<file path="config.mk">
export PLATFORM = sky130hd
export DESIGN_NAME = ubwt_ctrl
export DESIGN_NICKNAME = d
export VERILOG_FILES = /design/src/hdl/ubwt_pkg.sv /design/src/hdl/ubwt_ctrl.sv
export SDC_FILE = /design/constraint.sdc
export NUM_CORES = 1
export LEC_CHECK = 0
export BUFFER_PORTS_ARGS = -buffer_cell sky130_fd_sc_hd__buf_2
export CAP_MARGIN = 40
export CORE_AREA = 2 2 173 175
export DETAILED_ROUTE_END_ITERATION = 7
export DIE_AREA = 0 0 175 177
export GPL_ROUTABILITY_DRIVEN = 1
export PLACE_DENSITY = 0.59
export SYNTH_ARGS = -nofsm -noshare
export SYNTH_HDL_FRONTEND = slang
export SYNTH_SLANG_ARGS = --single-unit
</file>
<file path="constraint.sdc">
create_clock -name clk_i -period 3.25 [get_ports clk_i]
set_input_delay 0.65 -clock clk_i [delete_from_list [all_inputs] [get_ports clk_i]]
set_output_delay 0.65 -clock clk_i [all_outputs]
set_load 0.005 [all_outputs]
</file>
<file path="src/hdl/ubwt_pkg.sv">
`timescale 1ns / 1ps
`default_nettype none
// -----------------------------------------------------------------------------
// ubwt_pkg
// Shared types and codes of the unique bit-set worklist table.
// -----------------------------------------------------------------------------
package ubwt_pkg;

  localparam int unsigned TableDepthDef = 64;
  localparam int unsigned SetBitsDef    = 64;

  localparam int unsigned CmdW      = 2;
  localparam int unsigned InSetW    = 64;
  localparam int unsigned WidthW    = 7;
  localparam int unsigned OutIdxW   = 6;
  localparam int unsigned OutTotalW = 7;
  localparam int unsigned StatusW   = 2;
  localparam int unsigned OutDataW  = 80;
  localparam int unsigned OutUserW  = 3;

  typedef enum logic [CmdW-1:0] {
    CMD_PUSH_ABSENT = 2'd0,
    CMD_PUSH        = 2'd1,
    CMD_POP         = 2'd2,
    CMD_LOOKUP      = 2'd3
  } cmd_e;

  typedef enum logic [StatusW-1:0] {
    STAT_OK    = 2'd0,
    STAT_EMPTY = 2'd1,
    STAT_FULL  = 2'd2
  } status_e;

  // scan token passed from cell to cell
  typedef struct packed {
    logic valid;
    logic hit;
  } tok_t;

endpackage
`default_nettype wire

</file>
<file path="src/hdl/ubwt_ctrl.sv">
`timescale 1ns / 1ps
`default_nettype none
// -----------------------------------------------------------------------------
// ubwt_ctrl
// Command sequencer: takes words, launches scans, updates the count, writes
// entries and holds the result word.
// -----------------------------------------------------------------------------
module ubwt_ctrl
  import ubwt_pkg::*;
#(
  parameter int unsigned TABLE_DEPTH = TableDepthDef,
  parameter int unsigned SET_BITS    = SetBitsDef,
  parameter int unsigned IDX_W       = 6,
  parameter int unsigned CNT_W       = 7
) (
  input  wire logic                 clk_i,
  input  wire logic                 rst_ni,
  input  wire logic                 s_axis_tvalid,
  output logic                      s_axis_tready,
  input  wire logic [InSetW-1:0]    s_axis_tdata,
  input  wire logic [CmdW-1:0]      s_axis_tuser,
  output logic                      m_axis_tvalid,
  input  wire logic                 m_axis_tready,
  output logic [OutDataW-1:0]       m_axis_tdata,
  output logic [OutUserW-1:0]       m_axis_tuser,
  input  wire logic                 cfg_we_i,
  input  wire logic [WidthW-1:0]    cfg_wdata_i,
  output tok_t                      tok_o,
  output logic [SET_BITS-1:0]       query_o,
  output logic [SET_BITS-1:0]       mask_o,
  output logic [CNT_W-1:0]          count_o,
  output logic [IDX_W-1:0]          pop_idx_o,
  output logic                      wr_en_o,
  output logic [IDX_W-1:0]          wr_idx_o,
  output logic [SET_BITS-1:0]       wr_data_o,
  input  wire tok_t                 tok_i,
  input  wire logic [IDX_W-1:0]     idx_i,
  input  wire logic [SET_BITS-1:0]  data_i
);

  localparam logic [CNT_W-1:0] DepthCnt = CNT_W'(TABLE_DEPTH);

  typedef enum logic [2:0] {
    S_IDLE   = 3'b001,
    S_SCAN   = 3'b010,
    S_FINISH = 3'b100
  } state_e;

  state_e                state_q, state_d;
  logic [WidthW-1:0]     set_width_q;
  logic [CNT_W-1:0]      count_q, count_d;
  logic                  launch_q, launch_d;
  cmd_e                  cmd_q;
  logic [InSetW-1:0]     set_q;
  logic                  hit_q;
  logic [IDX_W-1:0]      hidx_q;
  logic [SET_BITS-1:0]   hdata_q;
  logic                  m_valid_q, m_valid_d;
  logic [OutDataW-1:0]   m_data_q, m_data_d;
  logic [OutUserW-1:0]   m_user_q, m_user_d;
  logic                  accept;
  logic                  full;
  logic                  out_free;
  logic [CNT_W-1:0]      cnt_m1;
  logic                  found;
  status_e               status;
  logic [SET_BITS-1:0]   popped;
  logic [IDX_W-1:0]      res_idx;
  logic [IDX_W+OutIdxW-1:0]     idx_ext;
  logic [CNT_W+OutTotalW-1:0]   cnt_ext;
  logic [SET_BITS+InSetW-1:0]   pop_ext;

  assign s_axis_tready = (state_q == S_IDLE);
  assign accept        = s_axis_tvalid && s_axis_tready;
  assign full          = (count_q == DepthCnt);
  assign out_free      = !m_valid_q || m_axis_tready;
  assign cnt_m1        = count_q - 1'b1;

  always_comb begin
    for (int b = 0; b < SET_BITS; b++) begin
      mask_o[b] = (WidthW'(b) < set_width_q);
    end
  end

  assign tok_o     = '{valid: launch_q, hit: 1'b0};
  assign query_o   = set_q[SET_BITS-1:0];
  assign count_o   = count_q;
  assign pop_idx_o = cnt_m1[IDX_W-1:0];
  assign wr_idx_o  = count_q[IDX_W-1:0];
  assign wr_data_o = set_q[SET_BITS-1:0];

  always_comb begin
    state_d   = state_q;
    launch_d  = 1'b0;
    count_d   = count_q;
    wr_en_o   = 1'b0;
    found     = 1'b0;
    res_idx   = '0;
    popped    = '0;
    status    = STAT_OK;
    m_valid_d = m_valid_q && !m_axis_tready;
    m_data_d  = m_data_q;
    m_user_d  = m_user_q;

    case (cmd_q)
      CMD_PUSH_ABSENT: begin
        if (hit_q) begin
          found   = 1'b1;
          res_idx = hidx_q;
        end else if (full) begin
          status = STAT_FULL;
        end else begin
          wr_en_o = 1'b1;
          count_d = count_q + 1'b1;
        end
      end
      CMD_PUSH: begin
        if (full) begin
          status = STAT_FULL;
        end else begin
          wr_en_o = 1'b1;
          count_d = count_q + 1'b1;
        end
      end
      CMD_POP: begin
        if (count_q == '0) begin
          status = STAT_EMPTY;
        end else begin
          count_d = cnt_m1;
          popped  = hdata_q;
        end
      end
      default: begin
        if (hit_q) begin
          found   = 1'b1;
          res_idx = hidx_q;
        end
      end
    endcase

    idx_ext = {{OutIdxW{1'b0}}, res_idx};
    cnt_ext = {{OutTotalW{1'b0}}, count_d};
    pop_ext = {{InSetW{1'b0}}, popped};

    case (state_q)
      S_IDLE: begin
        wr_en_o = 1'b0;
        count_d = count_q;
        if (accept) begin
          if (cmd_e'(s_axis_tuser) == CMD_PUSH) begin
            state_d = S_FINISH;
          end else begin
            launch_d = 1'b1;
            state_d  = S_SCAN;
          end
        end
      end
      S_SCAN: begin
        wr_en_o = 1'b0;
        count_d = count_q;
        if (tok_i.valid) begin
          state_d = S_FINISH;
        end
      end
      S_FINISH: begin
        if (out_free) begin
          m_valid_d = 1'b1;
          m_data_d  = {(OutDataW - OutIdxW - InSetW - OutTotalW)'(0),
                       cnt_ext[OutTotalW-1:0], pop_ext[InSetW-1:0],
                       idx_ext[OutIdxW-1:0]};
          m_user_d  = {status, found};
          state_d   = S_IDLE;
        end else begin
          wr_en_o = 1'b0;
          count_d = count_q;
        end
      end
      default: begin
        wr_en_o = 1'b0;
        count_d = count_q;
        state_d = S_IDLE;
      end
    endcase
  end

  always_ff @(posedge clk_i or negedge rst_ni) begin
    if (!rst_ni) begin
      state_q     <= S_IDLE;
      set_width_q <= WidthW'(64);
      count_q     <= '0;
      launch_q    <= 1'b0;
      m_valid_q   <= 1'b0;
    end else begin
      state_q   <= state_d;
      count_q   <= count_d;
      launch_q  <= launch_d;
      m_valid_q <= m_valid_d;
      if (cfg_we_i) begin
        set_width_q <= cfg_wdata_i;
      end
    end
  end

  always_ff @(posedge clk_i) begin
    m_data_q <= m_data_d;
    m_user_q <= m_user_d;
    if (accept) begin
      cmd_q <= cmd_e'(s_axis_tuser);
      set_q <= s_axis_tdata;
      hit_q <= 1'b0;
    end
    if ((state_q == S_SCAN) && tok_i.valid) begin
      hit_q   <= tok_i.hit;
      hidx_q  <= idx_i;
      hdata_q <= data_i;
    end
  end

  assign m_axis_tvalid = m_valid_q;
  assign m_axis_tdata  = m_data_q;
  assign m_axis_tuser  = m_user_q;

`ifndef SYNTHESIS
  a_count_range: assert property (@(posedge clk_i) disable iff (!rst_ni)
    count_q <= DepthCnt)
    else $error("entry count beyond capacity");

  a_write_not_full: assert property (@(posedge clk_i) disable iff (!rst_ni)
    wr_en_o |-> (count_q < DepthCnt) && (state_q == S_FINISH))
    else $error("entry write outside finish or on full table");

  a_launch_scan: assert property (@(posedge clk_i) disable iff (!rst_ni)
    launch_q |-> (state_q == S_SCAN))
    else $error("scan token launched outside scan");

  a_token_in_scan: assert property (@(posedge clk_i) disable iff (!rst_ni)
    tok_i.valid |-> (state_q == S_SCAN))
    else $error("scan token returned outside scan");

  a_count_step: assert property (@(posedge clk_i) disable iff (!rst_ni)
    (state_q != S_FINISH) |=> (count_q == $past(count_q)))
    else $error("entry count changed outside finish");
`endif

endmodule
`default_nettype wire

</file>
; ---- Word level (Yosys, flattened, before mapping)
; Cells that the tools add are included.
[op_classes]
magnitude_cmp = 64
n_div = 0
mux = 26
eq_ne = 10
bitwise = 2
n_shift = 0
n_addsub = 2
mul = 0
reduce_logical = 14
[op_table]
columns = operator, n
row1 = $lt A6 B7 Y1 const A, 32
row2 = $lt A5 B7 Y1 const A, 16
row3 = $lt A4 B7 Y1 const A, 8
row4 = $lt A3 B7 Y1 const A, 4
row5 = $mux W7, 3
row6 = $pmux W7 S3, 1
row7 = $lt A1 B7 Y1 const A, 2
row8 = $lt A2 B7 Y1 const A, 2
row9 = $mux W1, 13
row10 = $mux W3, 4
row11 = $pmux W3 S3, 1
row12 = $add A7 B1 Y7 const B, 1
row13 = $eq A7 B7 Y1 const B, 1
row14 = $logic_not A7 Y1, 1
row15 = $sub A7 B1 Y7 const B, 1
row16 = $pmux W2 S3, 1
row17 = $eq A2 B1 Y1 const B, 2
row18 = $mux W2, 2
row19 = $ne A2 B2 Y1 const B, 2
row20 = $reduce_or A2 Y1, 2
row21 = $eq A3 B1 Y1 const B, 1
row22 = $eq A3 B2 Y1 const B, 1
row23 = $eq A3 B3 Y1 const B, 1
row24 = $logic_and A1 B1 Y1, 3
row25 = other kinds (11), 13
[totals]
n_memories = 0
romBits = 0
reg_bits = 236
word_cells = 133
in_bits = 150
latch_bits = 0
mem_bits_rw = 0
output_inout_bits = 299

; ---- Logic depth before layout (Yosys ltp)
[logic_depth]
ltp_word = 6
mapped_depth = 8
mapped_depth_nobuf = 7

; ---- Worst setup path before layout
; No wires, ideal clock.
[synth_path]
path_type = input -> register
start = in m_axis_tready
end = reg count_q[0], in the netlist count_o[0]
t_arrival_ns = 3.147
required_time_ns = 3.160
path_slack_ns = 0.013
setup_ns = 0.090
n_path_buf = 1
path_stages = 6
cell_sequence = nand2b_1 -> nand3_1 -> buf_2 -> inv_1 -> o21ai_0 -> a22oi_1
[synth_between]
elab_chain_len = 2
[synth_lines]
columns = item, line
row1 = from (decl), ubwt_ctrl.sv:23  ; input wire logic m_axis_tready,
row2 = $logic_or A1 B1 Y1, ubwt_ctrl.sv:76  ; assign out_free = !m_valid_q || m_axis_tready;
row3 = $reduce_and A2 Y1 (no source line), --
row4 = to (signal assigned), ubwt_ctrl.sv:195  ; count_q <= count_d;
row5 = to (decl), ubwt_ctrl.sv:51  ; logic [CNT_W-1:0] count_q, count_d;
; No other way between the ends.
; A chain may end at the register's enable or synchronous reset.

; ---- Worst setup path in the final report
[layout_path]
start = reg set_width_q[5]
end = out mask_o[1]
[layout_between]
elab_chain_len = 1
[layout_lines]
columns = item, line
row1 = from (decl), ubwt_ctrl.sv:50  ; logic [WidthW-1:0] set_width_q;
row2 = from (signal assigned), ubwt_ctrl.sv:189  ; set_width_q <= WidthW'(64);
row3 = from (signal assigned), ubwt_ctrl.sv:199  ; set_width_q <= cfg_wdata_i;
row4 = $lt A1 B7 Y1, ubwt_ctrl.sv:81  ; mask_o[b] = (WidthW'(b) < set_width_q);
row5 = to (decl), ubwt_ctrl.sv:30  ; output logic [SET_BITS-1:0] mask_o,
; No other way between the ends.

==> impl_metrics.csv <==
group,metric,value,unit
floorplanning,std_cell_rows,63,
worst_setup_path,crit_path_start_kind,"register",
synthesis,ys.flop_type,"edfxtp_1",
floorplanning,dieArea,0.0310,mm^2
sta,setup_tns,0,ns
layout,layout-drive-gt1-share,48.3,%
synthesis,synthArstFlopShare,8.05,%
clock_tree,cts_sinks,236,
synthesis,ys_top_cells_by_area,"edfxtp_1, buf_4, and2_1",
sta,rsz0062_at_grt,"false",
pwr,totalPowerFinal,8.68,mW
worst_setup_path,crit_cells,8,
floorplanning,die-height,177,um
worst_setup_path,reg2reg_slack,0.96,ns
worst_setup_path,cp-endpoint,"mask_o[1]",
sta,fin_crit_sh,89.7,%
drt,wire_per_inst,18.5,um
global_route,grt_pass1_wl,37600,um
floorplanning,coreArea,0.0292,mm^2
worst_setup_path,path_cells,"nor2_1 > buf_4 > inv_1 > nor2_2 > inv_1 > nor2_2 > nand2_1 > buf_2",
synthesis,syn_area,0.00951,mm^2
drt,first_pass_iters,5,
pwr,power_leakage,5.19,nW
pwr,p_per_area,693,mW/mm^2
worst_setup_path,required,2.60,ns
global_route,antenna_found_initial,2,
clock_tree,root_buffer,"clkbuf_16",
worst_hold_path,min_path_type,"input pin to asynchronous set/reset pin",
synthesis,synth_top_area_share,68.5,%
sta,final.min_clock_period,2.92,ns
layout,antenna_cells,0,
sta,drv_slew,0,
global_route,grt_pass1_vias,6089,
worst_setup_path,crit_family,"simple AND/OR/NAND/NOR gates",
layout,fin_area,0.0125,mm^2
global_route,grt_max_degree,74,
sta,setup_viol,0,
placement,place_area,0.0117,mm^2
layout,register_area,0.00699,mm^2
floorplanning,die_w,175,um
run_status,outcome,"complete, no violations",
clock_tree,cts_max_level,1,
placement,dp_hpwl,20200,um
drt,drt_wl_total,26800,um
drt,detail-route-antenna-nets,0,
flow_run,cap_violations,0,
synthesis,syn_avg_cell_area,14.5,um^2
layout,fin_nets,1193,
sta,finalHoldViolCount,0,
global_route,track_usage,16.2,%
clock_tree,cts.path.max_buffers,3,
floorplanning,start_util,32.5,%
layout,multi_input_area,0.00176,mm^2
layout,fillers,2783,
drt,drc,0,
worst_setup_path,endpoint_kind,"output port",
layout,syn2layout_area_growth,31.7,%
drt,viasPerCell,4.44,
synthesis,ys_ff_latch,236,
synthesis,ys_warn_count,0,
global_route,grt_overflow,0,
drt,vias,6416,
worst_setup_path,crit_type,"register to output port",
synthesis,synth_area_leader_cell,"edfxtp_1",
worst_setup_path,critPathLaunch,"set_width_q[5]",
clock_tree,cts_tree,"built",
sta,timing.fmax,343,MHz
clock_tree,clk_pin_slew,0.07,ns
sta,tightest_slew,0.781,ns
synthesis,synth_edf_count,217,
worst_setup_path,cp_data_arrival_time,2.27,ns
synthesis,synth_cell_types,56,
pwr,ir_worst_vdd,529,uV
worst_setup_path,cpMaxStageDelayCell,"dfrtp_1",
drt,drtIter0Drc,265,
worst_setup_path,cpPeakStageDelay,0.43,ns
clock_tree,hold_buffers,0,
placement,placedCellCount,1398,
synthesis,yosysSeqAreaShare,73.5,%
synthesis,postSynthCellCount,654,
worst_setup_path,reg2regPathDepth,7,
worst_setup_path,cp_max_fo,23,
sta,timing.slew.headroom,47.5,%
floorplanning,io_pins,449,
worst_setup_path,timing.rr.start,"count_o[0]",
sta,hold_ws,0.0541,ns
worst_setup_path,r2r-end,"m_axis_tdata[74]",
layout,final_cells,1446,
placement,io_buffers,444,
sta,final.setup_skew,0.0174,ns
clock_tree,clk_latency,0.55,ns
placement,gp_congestion,0.908,
worst_setup_path,cp.buffers_inverters,4,
clock_tree,numCtsBuffers,26,
## what timing repair did
item / CTS / global route
setup endpoints to repair: 0 / 7
buffers inserted: 0 / 0
resized for setup: 0 / 1
## worst reg2reg max path, stage by stage (launching register included)
cell	delay, ns
dfrtp_1	0.44
inv_1	0.15
ha_1	0.18
or3b_1	0.45
nor2b_2	0.26
nor3b_2	0.16
a221oi_1	0.27
a21oi_1	0.11
## worst min path at each step
stage / start / end / slack (ns)
floorplan: rst_ni / count_o[0] / 0.35
global placement: hdata_q[54] / m_axis_tdata[60] / 0.50
detailed placement: hdata_q[37] / m_axis_tdata[43] / 0.50
CTS: rst_ni / count_o[6] / 0.05
global route: rst_ni / count_o[6] / 0.07
finish: rst_ni / count_o[6] / 0.05
## cells in the mapped netlist (all sizes together), types with 2 or more instances
| library cell | count |
|---|---|
| a21o | 4 |
| a21oi | 20 |
| a31oi | 2 |
| and2 | 71 |
| buf | 83 |
| clkbuf | 19 |
| dfrtp | 17 |
| dfstp | 2 |
| edfxtp | 217 |
| ha | 7 |
| inv | 24 |
| mux2 | 5 |
| nand2 | 47 |
| nand2b | 4 |
| nand3 | 10 |
| nand4 | 2 |
| nor2 | 21 |
| nor2b | 9 |
| nor3 | 9 |
| nor3b | 3 |
| o21ai | 38 |
| o21bai | 7 |
| o221ai | 2 |
| o2bb2ai | 3 |
| o31ai | 2 |
| or3b | 3 |
| xor2 | 3 |
## stage by stage
stage | worst slack, ns | util (%)
after detailed placement | 0.777 | 39.9
after global placement | 0.838 | 39.9
after CTS | 0.189 | 42.8
final | 0.335 | 42.8
after floorplan | 0.0129 | -
after global routing | 0.0923 | 42.8
## kinds of logic (layout without fill, tap and decap cells)
group / count (synthesis) / after routing / share of synthesized area [%]
xor+xnor: 4 / 4 / 0.368
fa+ha+maj: 7 / 7 / 0.921
compound gates: 89 / 89 / 5.85
simple gates: 185 / 185 / 10.4
mux: 6 / 6 / 0.697
buf+inv: 126 / 525 / 8.18
flops: 236 / 236 / 73.5
other cells: 1 / 4 / 0.0394
## layer usage
metal | GRT usage, % | up-vias | share of wire, % | wire length, um
met5 | 0 | - | 0.093 | 25
met4 | 4.79 | 4 | 2.8 | 743
met3 | 6.14 | 49 | 10 | 2710
met2 | 26.5 | 314 | 48 | 12800
met1 | 19.9 | 3039 | 39 | 10500
li1 | - | 3010 | - | -
## power breakdown
part           internal [mW]  switching [mW]  leakage (nW)
Combinational          0.691           0.981          2.54
Sequential              3.81           0.244          2.23
Clock                   1.73            1.23         0.418
Total                   6.23            2.45          5.19
## state kept, by name, summed over array words and instances, names as in the netlist, 2 cells and up
register / count
m_axis_tuser: 3
state_q: 3
m_axis_tdata: 77
query_o: 64
hdata_q: 64
hidx_q: 6
set_width_q: 7
cmd_q: 2
count_o: 7
## cell type report
cell class	count	area share (%)
flip-flops and latches	236	55.8
well taps	390	3.89
inverters	24	0.729
repair buffers	453	18.6
clock inverters	17	1.58
multi-input cells	295	14.1
clock buffers	31	5.34
## cells in the final DEF (no fill, tap or decap), types with 2 or more instances in the layout
cell type and instances:
a21o_1 4, a21oi_1 20, a31oi_1 2, and2_1 71, buf_12 3, buf_2 444
buf_4 6, bufinv_16 3, clkbuf_1 5, clkbuf_16 26, clkinv_1 3, clkinv_2 6
clkinvlp_4 2, conb_1 4, dfrtp_1 17, dfstp_2 2, edfxtp_1 217, ha_1 7
inv_1 21, inv_2 2, inv_6 2, mux2_2 5, nand2_1 47, nand2b_1 4
nand3_1 10, nand4_1 2, nor2_1 19, nor2_2 2, nor2b_1 7, nor3_1 9
nor3b_1 2, o21ai_0 36, o21ai_1 2, o21bai_1 7, o2bb2ai_1 3, or3b_1 3
xor2_1 3
Note: power is estimated with default switching activity, not from simulation.
