**config.mk**
```make
export PLATFORM = sky130hd
export DESIGN_NAME = ubwt_cell
export DESIGN_NICKNAME = d
export VERILOG_FILES = /design/src/hdl/ubwt_pkg.sv /design/src/hdl/ubwt_cell.sv
export SDC_FILE = /design/constraint.sdc
export NUM_CORES = 1
export LEC_CHECK = 0
export BUFFER_PORTS_ARGS = -buffer_cell sky130_fd_sc_hd__buf_2
export CORE_AREA = 3 3 137 139
export CTS_CLUSTER_DIAMETER = 40
export CTS_CLUSTER_SIZE = 28
export DETAILED_ROUTE_END_ITERATION = 12
export DIE_AREA = 0 0 140 142
export SLEW_MARGIN = 25
export SYNTH_ARGS = -nofsm -noshare
export SYNTH_HDL_FRONTEND = slang
export SYNTH_SLANG_ARGS = --single-unit
```
**constraint.sdc**
```tcl
create_clock -name clk_i -period 2.6 [get_ports clk_i]
set_input_delay 0.39 -clock clk_i [delete_from_list [all_inputs] [get_ports clk_i]]
set_output_delay 0.39 -clock clk_i [all_outputs]
set_load 0.05 [all_outputs]
```
**src/hdl/ubwt_pkg.sv**
```systemverilog
`timescale 1ns / 1ps
`default_nettype none
// -----------------------------------------------------------------------------
// ubwt_pkg
// Shared types and codes of the unique bit-set worklist table.
// -----------------------------------------------------------------------------
package ubwt_pkg;

  localparam int unsigned TableDepthDef = 64;
  localparam int unsigned SetBitsDef    = 64;

  localparam int unsigned CmdW      = 2;
  localparam int unsigned InSetW    = 64;
  localparam int unsigned WidthW    = 7;
  localparam int unsigned OutIdxW   = 6;
  localparam int unsigned OutTotalW = 7;
  localparam int unsigned StatusW   = 2;
  localparam int unsigned OutDataW  = 80;
  localparam int unsigned OutUserW  = 3;

  typedef enum logic [CmdW-1:0] {
    CMD_PUSH_ABSENT = 2'd0,
    CMD_PUSH        = 2'd1,
    CMD_POP         = 2'd2,
    CMD_LOOKUP      = 2'd3
  } cmd_e;

  typedef enum logic [StatusW-1:0] {
    STAT_OK    = 2'd0,
    STAT_EMPTY = 2'd1,
    STAT_FULL  = 2'd2
  } status_e;

  // scan token passed from cell to cell
  typedef struct packed {
    logic valid;
    logic hit;
  } tok_t;

endpackage
`default_nettype wire

```
**src/hdl/ubwt_cell.sv**
```systemverilog
`timescale 1ns / 1ps
`default_nettype none
// -----------------------------------------------------------------------------
// ubwt_cell
// One table entry plus one stage of the scan token that walks the row.
// -----------------------------------------------------------------------------
module ubwt_cell
  import ubwt_pkg::*;
#(
  parameter int unsigned CELL_INDEX = 0,
  parameter int unsigned SET_BITS   = SetBitsDef,
  parameter int unsigned IDX_W      = 6,
  parameter int unsigned CNT_W      = 7
) (
  input  wire logic                clk_i,
  input  wire logic                rst_ni,
  input  wire tok_t                tok_i,
  input  wire logic [IDX_W-1:0]    idx_i,
  input  wire logic [SET_BITS-1:0] data_i,
  input  wire logic [SET_BITS-1:0] query_i,
  input  wire logic [SET_BITS-1:0] mask_i,
  input  wire logic [CNT_W-1:0]    count_i,
  input  wire logic [IDX_W-1:0]    pop_idx_i,
  input  wire logic                wr_en_i,
  input  wire logic [IDX_W-1:0]    wr_idx_i,
  input  wire logic [SET_BITS-1:0] wr_data_i,
  output tok_t                     tok_o,
  output logic [IDX_W-1:0]         idx_o,
  output logic [SET_BITS-1:0]      data_o
);

  localparam logic [IDX_W-1:0] MyIdx = IDX_W'(CELL_INDEX);
  localparam logic [CNT_W-1:0] MyCnt = CNT_W'(CELL_INDEX);

  logic [SET_BITS-1:0] entry_q;
  tok_t                tok_q, tok_d;
  logic [IDX_W-1:0]    idx_q, idx_d;
  logic [SET_BITS-1:0] data_q, data_d;
  logic                match;

  assign match = tok_i.valid && !tok_i.hit && (MyCnt < count_i) &&
                 (((entry_q ^ query_i) & mask_i) == '0);

  always_comb begin
    tok_d.valid = tok_i.valid;
    tok_d.hit   = tok_i.hit | match;
    idx_d       = match ? MyIdx : idx_i;
    data_d      = (tok_i.valid && (pop_idx_i == MyIdx)) ? entry_q : data_i;
  end

  always_ff @(posedge clk_i) begin
    if (wr_en_i && (wr_idx_i == MyIdx)) begin
      entry_q <= wr_data_i;
    end
  end

  always_ff @(posedge clk_i or negedge rst_ni) begin
    if (!rst_ni) begin
      tok_q <= '0;
    end else begin
      tok_q <= tok_d;
    end
  end

  always_ff @(posedge clk_i) begin
    idx_q  <= idx_d;
    data_q <= data_d;
  end

  assign tok_o  = tok_q;
  assign idx_o  = idx_q;
  assign data_o = data_q;

endmodule
`default_nettype wire

```
### Word level (Yosys, flattened, before mapping)

Index checks and enable logic that the tools add are counted.
Widths: inputs -> output; s select.

* magnitude comparators: 1
* multiplexer cells: 1
* bitwise logic cells: 3
* reduce and logical (&&, ||, !) cells: 9

Operators with widths (number)
* $and 64x64->64: 1
* $logic_not 64->1: 1
* $mux 64: 1
* $xor 64x64->64: 1
* $logic_not 6->1: 2
* $lt 1x7->1 const A: 1
* $logic_and 1x1->1: 5
* $logic_not 1->1: 1
* $or 1x1->1: 1

* bits in registers: 136
* input port bits: 286
* output and inout bits: 72
* word-level logic and storage cells: 19

### Logic depth before layout (Yosys ltp)

Gate-level depths: netlist of the first run.

* depth in word-level cells: 5
* depth in mapped cells: 5
* mapped depth without buffers: 5

### Least setup slack after synthesis of the first run

No wires, ideal clock.

* path type: input -> register
* from: in wr_idx_i[2]
* to: reg entry_q[0], enable pin
* setup time: 651 ps
* arrival: 7123 ps
* data required time: 1949 ps
* path slack: -5174 ps
* stages on the path: 2
* path buffers: 0
* cells stage by stage: or4b_2 -> nor4_1

* longest elaborated chain between the ends: 2

Ends and longest elaborated chain
* start: declaration: RTL line ubwt_cell.sv:25 `input wire logic [IDX_W-1:0] wr_idx_i,`
* $logic_not 6->1: RTL line ubwt_cell.sv:52 `if (wr_en_i && (wr_idx_i == MyIdx)) begin`
* $logic_and 1x1->1: RTL line ubwt_cell.sv:52
* end signal: assignment: RTL line ubwt_cell.sv:53 `entry_q <= wr_data_i;`
* end: declaration: RTL line ubwt_cell.sv:35 `logic [SET_BITS-1:0] entry_q;`

No other way between the ends.
A chain may end at the register's enable or synchronous reset.

### Worst setup path in the final report of the first run

* from: reg entry_q[19]
* to: reg idx_q[2] (netlist: idx_o[2])

* longest elaborated chain between the ends: 4

Ends and longest elaborated chain
* $xor 64x64->64: RTL line ubwt_cell.sv:42 `(((entry_q ^ query_i) & mask_i) == '0);`
* $and 64x64->64: RTL line ubwt_cell.sv:42
* $logic_not 64->1: RTL line ubwt_cell.sv:42
* $logic_and 1x1->1: RTL line ubwt_cell.sv:41 `assign match = tok_i.valid && !tok_i.hit && (MyCnt < count_i) &&`
* end signal: assignment: RTL line ubwt_cell.sv:66 `idx_q <= idx_d;`
* end: declaration: RTL line ubwt_cell.sv:37 `logic [IDX_W-1:0] idx_q, idx_d;`

No other way between the ends.

==> impl_metrics.ini, run 1 <==
[critical_path]
worst-path-buf-inv = 0
critPathMaxFanout = 7
cp.required_ps = 2860
worstReg2RegEnd = idx_o[2]
r2r_cells = 5
end_kind = register
crit_type = register to register
critPathMaxStageDelay_ps = 480
rrSetupSlack_ps = 740
arrival_ps = 2120
start_kind = register
reg2reg_from = entry_q[19]
cp_slowest_cell = nor4_4
path_cells = xor2_1 > a22oi_1 > nand4_1 > nor4_4 > a31oi_1
critPathTopFamily = simple AND/OR/NAND/NOR gates

[placement]
portBuffers = 357
place_area_um2 = 7260
place_congestion = 0.812
dp_hpwl_um = 12600
post-place-ws_ps = 506

[timing]
max_freq_mhz = 539
min_period_ps = 1860
slew_headroom_pct = 38.9
fin_crit_sh_pct = 71.4
worst_pin_slew_ps = 917
setup_viol = 0
rsz0062_at_grt = no
fin_ws_ps = 743
finalHoldViolCount = 0
slew_violations = 0
fin_skew_ps = 10.9

[pwr]
power_leakage_nw = 3.59
max-vdd-ir-drop_mv = 0.403
p_per_area_nw_per_um2 = 666

[synth]
synthTopCellsByCount = 70 x dfxtp_1, 64 x edfxtp_1, 64 x xor2_1
yosysMostFrequentCell = dfxtp_1
ys_types = 25
syn_area_per_cell_um2 = 15.4
synthesis.nets = 623
synthCells = 337
synthTopCellsByArea = edfxtp_1 37%, dfxtp_1 27%, mux2_2 11%, xor2_1 11%, a22oi_1 4.5%
seq_area_frac_synth_pct = 64.8
netlist.area_leader.share_pct = 36.9
async_flop_share_pct = 1.47
synth_flop_cell = dfxtp_1
synth-edff-count = 64
ys_warn_count = 0
syn_area_um2 = 5200
yosysTopAreaCell = edfxtp_1
synth.ff_latch_count = 136

[hold_path]
holdCritStartpoint = wr_data_i[28]
min_path_type = primary input to register
min_path_cells = 1
hold_end = entry_q[28]

[clocking]
htreeDepth = 4
root_buffer = clkbuf_16
cts.sink_count = 136
cts.clk_slew.worst_paths_ps = 60
insertion_delay_ps = 410
cts_buffer_depth = 2
cts_tree = built
cts_made_buffers = 17
cts_resized = 0

[cells_and_area]
area_delta_synth_final_pct = 50.3
fin_nets = 997
drive_gt1_share_pct = 61.7
final_core_util_pct = 44.0
antenna_cells = 0
fillCellCount = 1727
design_area_um2 = 7820

[outcome]
status = finished, final reports clean

[global_routing]
grt_pass1_wl_um = 22500
antenna_found_initial = 0
track_usage_pct = 15.0
grt_pass1_vias = 4260
grt_max_degree = 65
overflow = 0

[floorplanning]
start_util_pct = 29.3
die_h_um = 142
rows = 49
fp.dieW_um = 140
core_area_um2 = 17800
die_area_um2 = 19900
io_pins = 358

[drt]
dr_total_vias = 4076
post_drt_wl_per_cell_um = 16.2
drt.antenna.violating_nets = 0
drc = 0
drt_iter0_drc = 100
dr.pass1.iters = 4
routed_wl_um = 15500
viasPerCell = 4.28

[flow_run]
drv_cap = 0
-- metal layers --
metal	global-route usage [%]	wire length (um)	vias up
met5	0	0	-
met1	16.5	5730	1846
li1	-	-	2002
met2	26.6	8080	210
met4	5.10	246	0
met3	5.91	1420	18
-- cells by family after synthesis --
logic type      count (synthesis)  share of synthesized area, %
flops                         136                          64.8
xor+xnor                       64                          10.8
mux                            64                          13.8
compound gates                 40                          5.70
simple gates                   21                          3.13
buf+inv                        12                          1.73
-- worst max-delay path by stage --
stage,from,end,slack [ps],cells after the start
after floorplan,wr_idx_i[2],entry_q[0],-870,2
after global placement,wr_idx_i[2],entry_q[41],540,4
after detailed placement,wr_idx_i[2],entry_q[5],510,4
after CTS,entry_q[17],idx_o[2],640,5
after global routing,entry_q[25],idx_o[2],530,5
final,entry_q[19],idx_o[2],740,5
-- flip-flops by register name, indices dropped and copies added (netlist names) --
| signal | cells |
|---|---|
| data_o | 64 |
| entry_q | 64 |
| idx_o | 6 |
| tok_o | 2 |
-- stage by stage --
stage / power [mW] / setup TNS, ps / hold WS [ps] / instances
finish: 5.21 / 0 / 152 / 953
global route: 5.44 / 0 / 120 / 953
CTS: 5.30 / 0 / 122 / 953
detailed placement: 3.04 / 0 / 176 / 920
global placement: 3.03 / 0 / 176 / 920
floorplan: 2.72 / -55860 / 94.4 / 337
-- layout make-up --
cell class                      count  area, um2  share of cell area [%]
Inverter                            6       22.5                   0.288
Tap cell                          229        287                    3.66
Clock inverter                      8       73.8                   0.944
Multi-Input combinational cell    189       1760                    22.5
Clock buffer                       24        472                    6.03
Timing Repair Buffer              361       1830                    23.4
Sequential cell                   136       3370                    43.1
-- where the power goes --
group,internal [mW],switching [mW],leakage (nW)
Clock,1.36,0.858,0.262
Combinational,0.276,0.382,2.13
Sequential,2.31,0.0184,1.19
-- placed cells by master (no fill, tap or decap), drive strengths merged --
cell type    Yosys  layout
buf              6     360
dfxtp           70      70
xor2            64      64
edfxtp          64      64
mux2            64      64
a22oi           32      32
clkbuf           0      24
inv              6       7
nand4            6       6
a31oi            6       6
nor4             4       4
clkinv           0       4
nand2            3       3
nor3             3       3
clkinvlp         0       2
dfrtp            2       2
nand3            2       2
nor2             1       1
or4b             1       1
nand2b           1       1
a21oi            1       1
a31o             1       1
bufinv           0       1
dlygate4sd3      0       1
-- what timing repair did --
| item | in CTS | in global routing |
|---|---|---|
| buffers inserted | 0 | 0 |
| hold buffers | 1 | 0 |
| endpoints found under the hold margin | 2 | 0 |
Power figures use the tool's default switching activity.
==> run 2, diff against run 1 <==
--- a/config.mk
+++ b/config.mk
@@ -6,11 +6,11 @@
 export NUM_CORES = 1
 export LEC_CHECK = 0
 export BUFFER_PORTS_ARGS = -buffer_cell sky130_fd_sc_hd__buf_2
-export CORE_AREA = 3 3 137 139
+export CORE_AREA = 3 3 139 141
 export CTS_CLUSTER_DIAMETER = 40
 export CTS_CLUSTER_SIZE = 28
 export DETAILED_ROUTE_END_ITERATION = 12
-export DIE_AREA = 0 0 140 142
+export DIE_AREA = 0 0 142 144
 export SLEW_MARGIN = 25
 export SYNTH_ARGS = -nofsm -noshare
 export SYNTH_HDL_FRONTEND = slang
==> constraint.sdc (replaced) <==
create_clock -name clk_i -period 1.88 [get_ports clk_i]
set_input_delay 0.282 -clock clk_i [delete_from_list [all_inputs] [get_ports clk_i]]
set_output_delay 0.282 -clock clk_i [all_outputs]
set_load 0.05 [all_outputs]
==> impl_metrics.ini, run 2 (synthesis results as in run 1) <==
[flow_run]
drv_cap = 0

[pwr]
p_per_area_nw_per_um2 = 954
power_leakage_nw = 3.69
max-vdd-ir-drop_mv = 0.559

[critical_path]
critPathMaxFanout = 7
end_kind = register
cp.required_ps = 2160
critPathTopFamily = simple AND/OR/NAND/NOR gates
path_cells = xor2_1 > a22oi_1 > nand4_1 > nor4_4 > buf_4 > a31oi_1
worst-path-buf-inv = 1
cp_slowest_cell = edfxtp_1
crit_type = register to register
arrival_ps = 1980
critPathMaxStageDelay_ps = 400
start_kind = register

[placement]
place_congestion = 0.797
place_area_um2 = 7350
dp_hpwl_um = 13100
portBuffers = 357
dp.cells = 928

[floorplanning]
rows = 49
start_util_pct = 28.8
die_area_um2 = 20400
fp.dieW_um = 142
die_h_um = 144
io_pins = 358
core_area_um2 = 18100

[drt]
dr.pass1.iters = 4
drt_iter0_drc = 96
dr_total_vias = 4125
viasPerCell = 4.30
post_drt_wl_per_cell_um = 16.6
drt.antenna.violating_nets = 0
drc = 0
routed_wl_um = 15900

[timing]
rsz0062_at_grt = no
fin_skew_ps = 12.4
worst_pin_slew_ps = 415
setup_viol = 0
slew_headroom_pct = 72.2
finalHoldViolCount = 0
fin_crit_sh_pct = 90.1
max_freq_mhz = 591
slew_violations = 0
min_period_ps = 1690

[cells_and_area]
layout_commonest_cell = buf_2
stdcell_count = 960
design_area_um2 = 7980
final_cell_mix = 357 x buf_2, 70 x dfxtp_1, 64 x xor2_1, 64 x edfxtp_1, 53 x mux2_2
drive_gt1_share_pct = 62.9
antenna_cells = 0
fin_nets = 1005
final_core_util_pct = 44.1
area_delta_synth_final_pct = 53.4

[global_routing]
overflow = 0
antenna_found_initial = 0
grt_max_degree = 35
grt_pass1_vias = 4358
track_usage_pct = 14.9
grt_pass1_wl_um = 22800

[clocking]
htreeDepth = 4
cts_made_buffers = 17
cts.clk_slew.worst_paths_ps = 60
cts_buffer_depth = 2
root_buffer = clkbuf_16
insertion_delay_ps = 410
cts.sink_count = 136
cts_resized = 0
cts_tree = built

[outcome]
status = finished, final reports clean

[hold_path]
min_path_type = primary input to register
-- run 2: cell types whose count changed in the layout (fill, tap and decap cells not counted), sizes merged --
cell and delta:
buf +8, clkinvlp -1, clkbuf -3, clkinv +1
bufinv +2
-- run 2: repair_timing --
item,4_1_cts,5_1_grt
endpoints found under the hold margin,2,0
buffers inserted,0,0
endpoints found under the setup margin,0,0
hold buffers,1,0
-- run 2: cell type report --
class	instances	area, um2
clock buffer	21	480
sequential	136	3370
inverter	6	22.5
clock inverter	10	143
timing repair buffer	369	1920
tap	229	287
fill	1735	10100
multi-input combinational	189	1760
-- run 2: final timing paths --
| path | from | to | slack (ps) | cells past startpoint |
|---|---|---|---|---|
| setup / recovery | entry_q[25] | idx_o[0] | 190 | 6 |
| hold reg to reg | entry_q[4] | data_o[4] | 500 | 1 |
| max in group asynchronous | rst_ni | tok_o[0] | 1610 | 2 |
| setup reg to reg | entry_q[25] | idx_o[0] | 190 | 6 |
| min in group asynchronous | rst_ni | tok_o[1] | 180 | 2 |
| hold / removal | tok_i[1] | tok_o[1] | 30 | 1 |
-- run 2: per-stage QoR --
step	hold WS (ps)	power [mW]	setup slack, ps	TNS (ps)
3_5_place_dp	70.1	4.21	-10.8	-213
4_1_cts	18.0	7.73	123	0
3_3_place_gp	68.9	4.20	16.9	0
5_1_grt	14.2	7.93	39.8	0
2_1_floorplan	-13.6	3.76	-1480	-95030
6_report	34.8	7.62	187	0
-- run 2: power breakdown --
group	leakage, nW	switching [mW]	internal, mW
clock	0.306	1.26	2.23
sequential	1.19	0.0257	3.19
combinational	2.19	0.532	0.384
total	3.69	1.81	5.80
-- run 2: per-layer routing --
metal | track usage, % | vias to the layer above | wire, um
met5 | 0 | - | 0
met4 | 5.30 | 0 | 238
met3 | 6.12 | 15 | 1540
met2 | 26.7 | 221 | 8310
met1 | 15.7 | 1869 | 5810
li1 | - | 2020 | -
==> run 3, diff against run 2 <==
--- a/config.mk
+++ b/config.mk
@@ -11,6 +11,7 @@
 export CTS_CLUSTER_SIZE = 28
 export DETAILED_ROUTE_END_ITERATION = 12
 export DIE_AREA = 0 0 142 144
+export SETUP_SLACK_MARGIN = 0.5
 export SLEW_MARGIN = 25
 export SYNTH_ARGS = -nofsm -noshare
 export SYNTH_HDL_FRONTEND = slang
==> impl_metrics.ini, run 3 (synthesis results as in run 1) <==
[drt]
drc = 0
routed_wl_um = 16900
dr_total_vias = 4229
drt_iter0_drc = 130
post_drt_wl_per_cell_um = 17.4
drt.antenna.violating_nets = 0
dr.pass1.iters = 4
viasPerCell = 4.36

[clocking]
cts_tree = built
root_buffer = clkbuf_16
cts_buffer_depth = 2
cts.clk_slew.worst_paths_ps = 60
cts.sink_count = 136
cts_made_buffers = 17
htreeDepth = 4
insertion_delay_ps = 410

[timing]
rsz0062_at_grt = yes
fin_crit_sh_pct = 85.9
min_period_ps = 1610
slew_headroom_pct = 73.3
fin_tns_setup_ps = 0
worst_pin_slew_ps = 401
fin_skew_ps = 7.38
max_freq_mhz = 619
slew_violations = 0
setup_viol = 0
finalHoldViolCount = 0

[critical_path]
arrival_ps = 1910
r2r_cells = 6
critPathTopFamily = simple AND/OR/NAND/NOR gates
path_cells = xor2_1 > a22oi_1 > nand4_1 > nor3_4 > buf_12 > a31oi_1
end_kind = register
crit_type = register to register
worst-path-buf-inv = 1
start_kind = register
cp_slowest_cell = edfxtp_1
cp.required_ps = 2170
critPathMaxStageDelay_ps = 400
critPathMaxFanout = 7
worst-path-stages = 6

[pwr]
p_clk_share_pct = 44.2
power_leakage_nw = 3.77
intPower_mw = 5.59
swShare_pct = 25.0
pwr-share-comb_pct = 12.6
p_per_area_nw_per_um2 = 906
finalPower_mw = 7.45
max-vdd-ir-drop_mv = 0.566
p_sw_mw = 1.86
power.share.sequential_pct = 43.2

[cells_and_area]
area_delta_synth_final_pct = 57.9
layout_commonest_cell = buf_2
drive_gt1_share_pct = 63.9
final_cell_mix = 356 x buf_2, 70 x dfxtp_1, 64 x xor2_1, 64 x edfxtp_1, 53 x mux2_2
final_core_util_pct = 45.4
fin_nets = 1015
antenna_cells = 0

[floorplanning]
fp.dieW_um = 142
rows = 49
die_area_um2 = 20400
start_util_pct = 28.8
io_pins = 358
core_area_um2 = 18100
die_h_um = 144

[global_routing]
grt_pass1_wl_um = 23700
grt_max_degree = 39
grt_pass1_vias = 4379
track_usage_pct = 15.7
antenna_found_initial = 0
overflow = 0

[placement]
place_congestion = 0.753
portBuffers = 357
dp_hpwl_um = 13500

[hold_path]
min_path_type = primary input to register
min_path_cells = 1

[flow_run]
drv_cap = 0

[outcome]
status = finished, final reports clean
==> run 3: changes by cell type in the layout (fill, tap and decap cells not counted), sizes merged <==
cell and change:
clkinv -2, buf +8, bufinv -1, clkinvlp +4, inv +2
==> run 3: what timing repair did <==
action                     4_1_cts  5_1_grt
pin swaps                        9       13
setup buffers                    5        4
gates cloned                     2        2
hold endpoints to repair         2        0
hold buffers                     1        0
setup endpoints to repair       57       42
gates resized for setup          5        9
==> run 3: metal layers <==
| layer | vias up | GRT usage (%) | part of all wire [%] |
|---|---|---|---|
| li1 | 2042 | - | - |
| met1 | 1956 | 17.1 | 39 |
| met2 | 213 | 28.2 | 52 |
| met3 | 18 | 5.03 | 7.8 |
| met4 | 0 | 6.67 | 1.6 |
| met5 | - | 0 | 0 |
==> run 3: through the flow <==
step                      hold slack, ps  setup WS, ps  instances  area, um2
after floorplan                    -13.6         -1480        337       5240
after global placement              99.1         -2.48        925       7350
after detailed placement            96.0         -8.34        925       7350
after CTS                           15.6           168        965       8090
after global routing                16.6           142        971       8220
final                               41.0           265        971       8220
==> run 3: final timing paths <==
kind | from | endpoint | slack [ps]
setup reg to reg | entry_q[34] | idx_o[3] | 270
max in group asynchronous | rst_ni | tok_o[1] | 1520
hold / removal | tok_i[1] | tok_o[1] | 40
min in group asynchronous | rst_ni | tok_o[0] | 230
hold reg to reg | entry_q[8] | data_o[8] | 500
setup / recovery | entry_q[34] | idx_o[3] | 270
==> run 3: worst reg2reg max path: stages (launching register included) <==
cell	delay [ps]
edfxtp_1	400
xor2_1	170
a22oi_1	230
nand4_1	200
nor3_4	260
buf_12	150
a31oi_1	90
==> run 3: cell type report <==
class / instances / area (um2)
repair buffers: 379 / 2140
multi-input cells: 189 / 1810
flip-flops and latches: 136 / 3370
fillers: 1706 / 9870
clock buffers: 19 / 443
inverters: 6 / 22.5
well taps: 229 / 287
clock inverters: 13 / 146
==> run 3: power by group through the flow <==
stage / logic [mW] / registers (mW) / clock network [mW]
finish: 0.942 / 3.22 / 3.29
global route: 1.01 / 3.23 / 3.51
CTS: 0.943 / 3.22 / 3.39
detailed placement: 0.935 / 3.28 / 0
global placement: 0.928 / 3.28 / 0
floorplan: 0.178 / 3.59 / 0
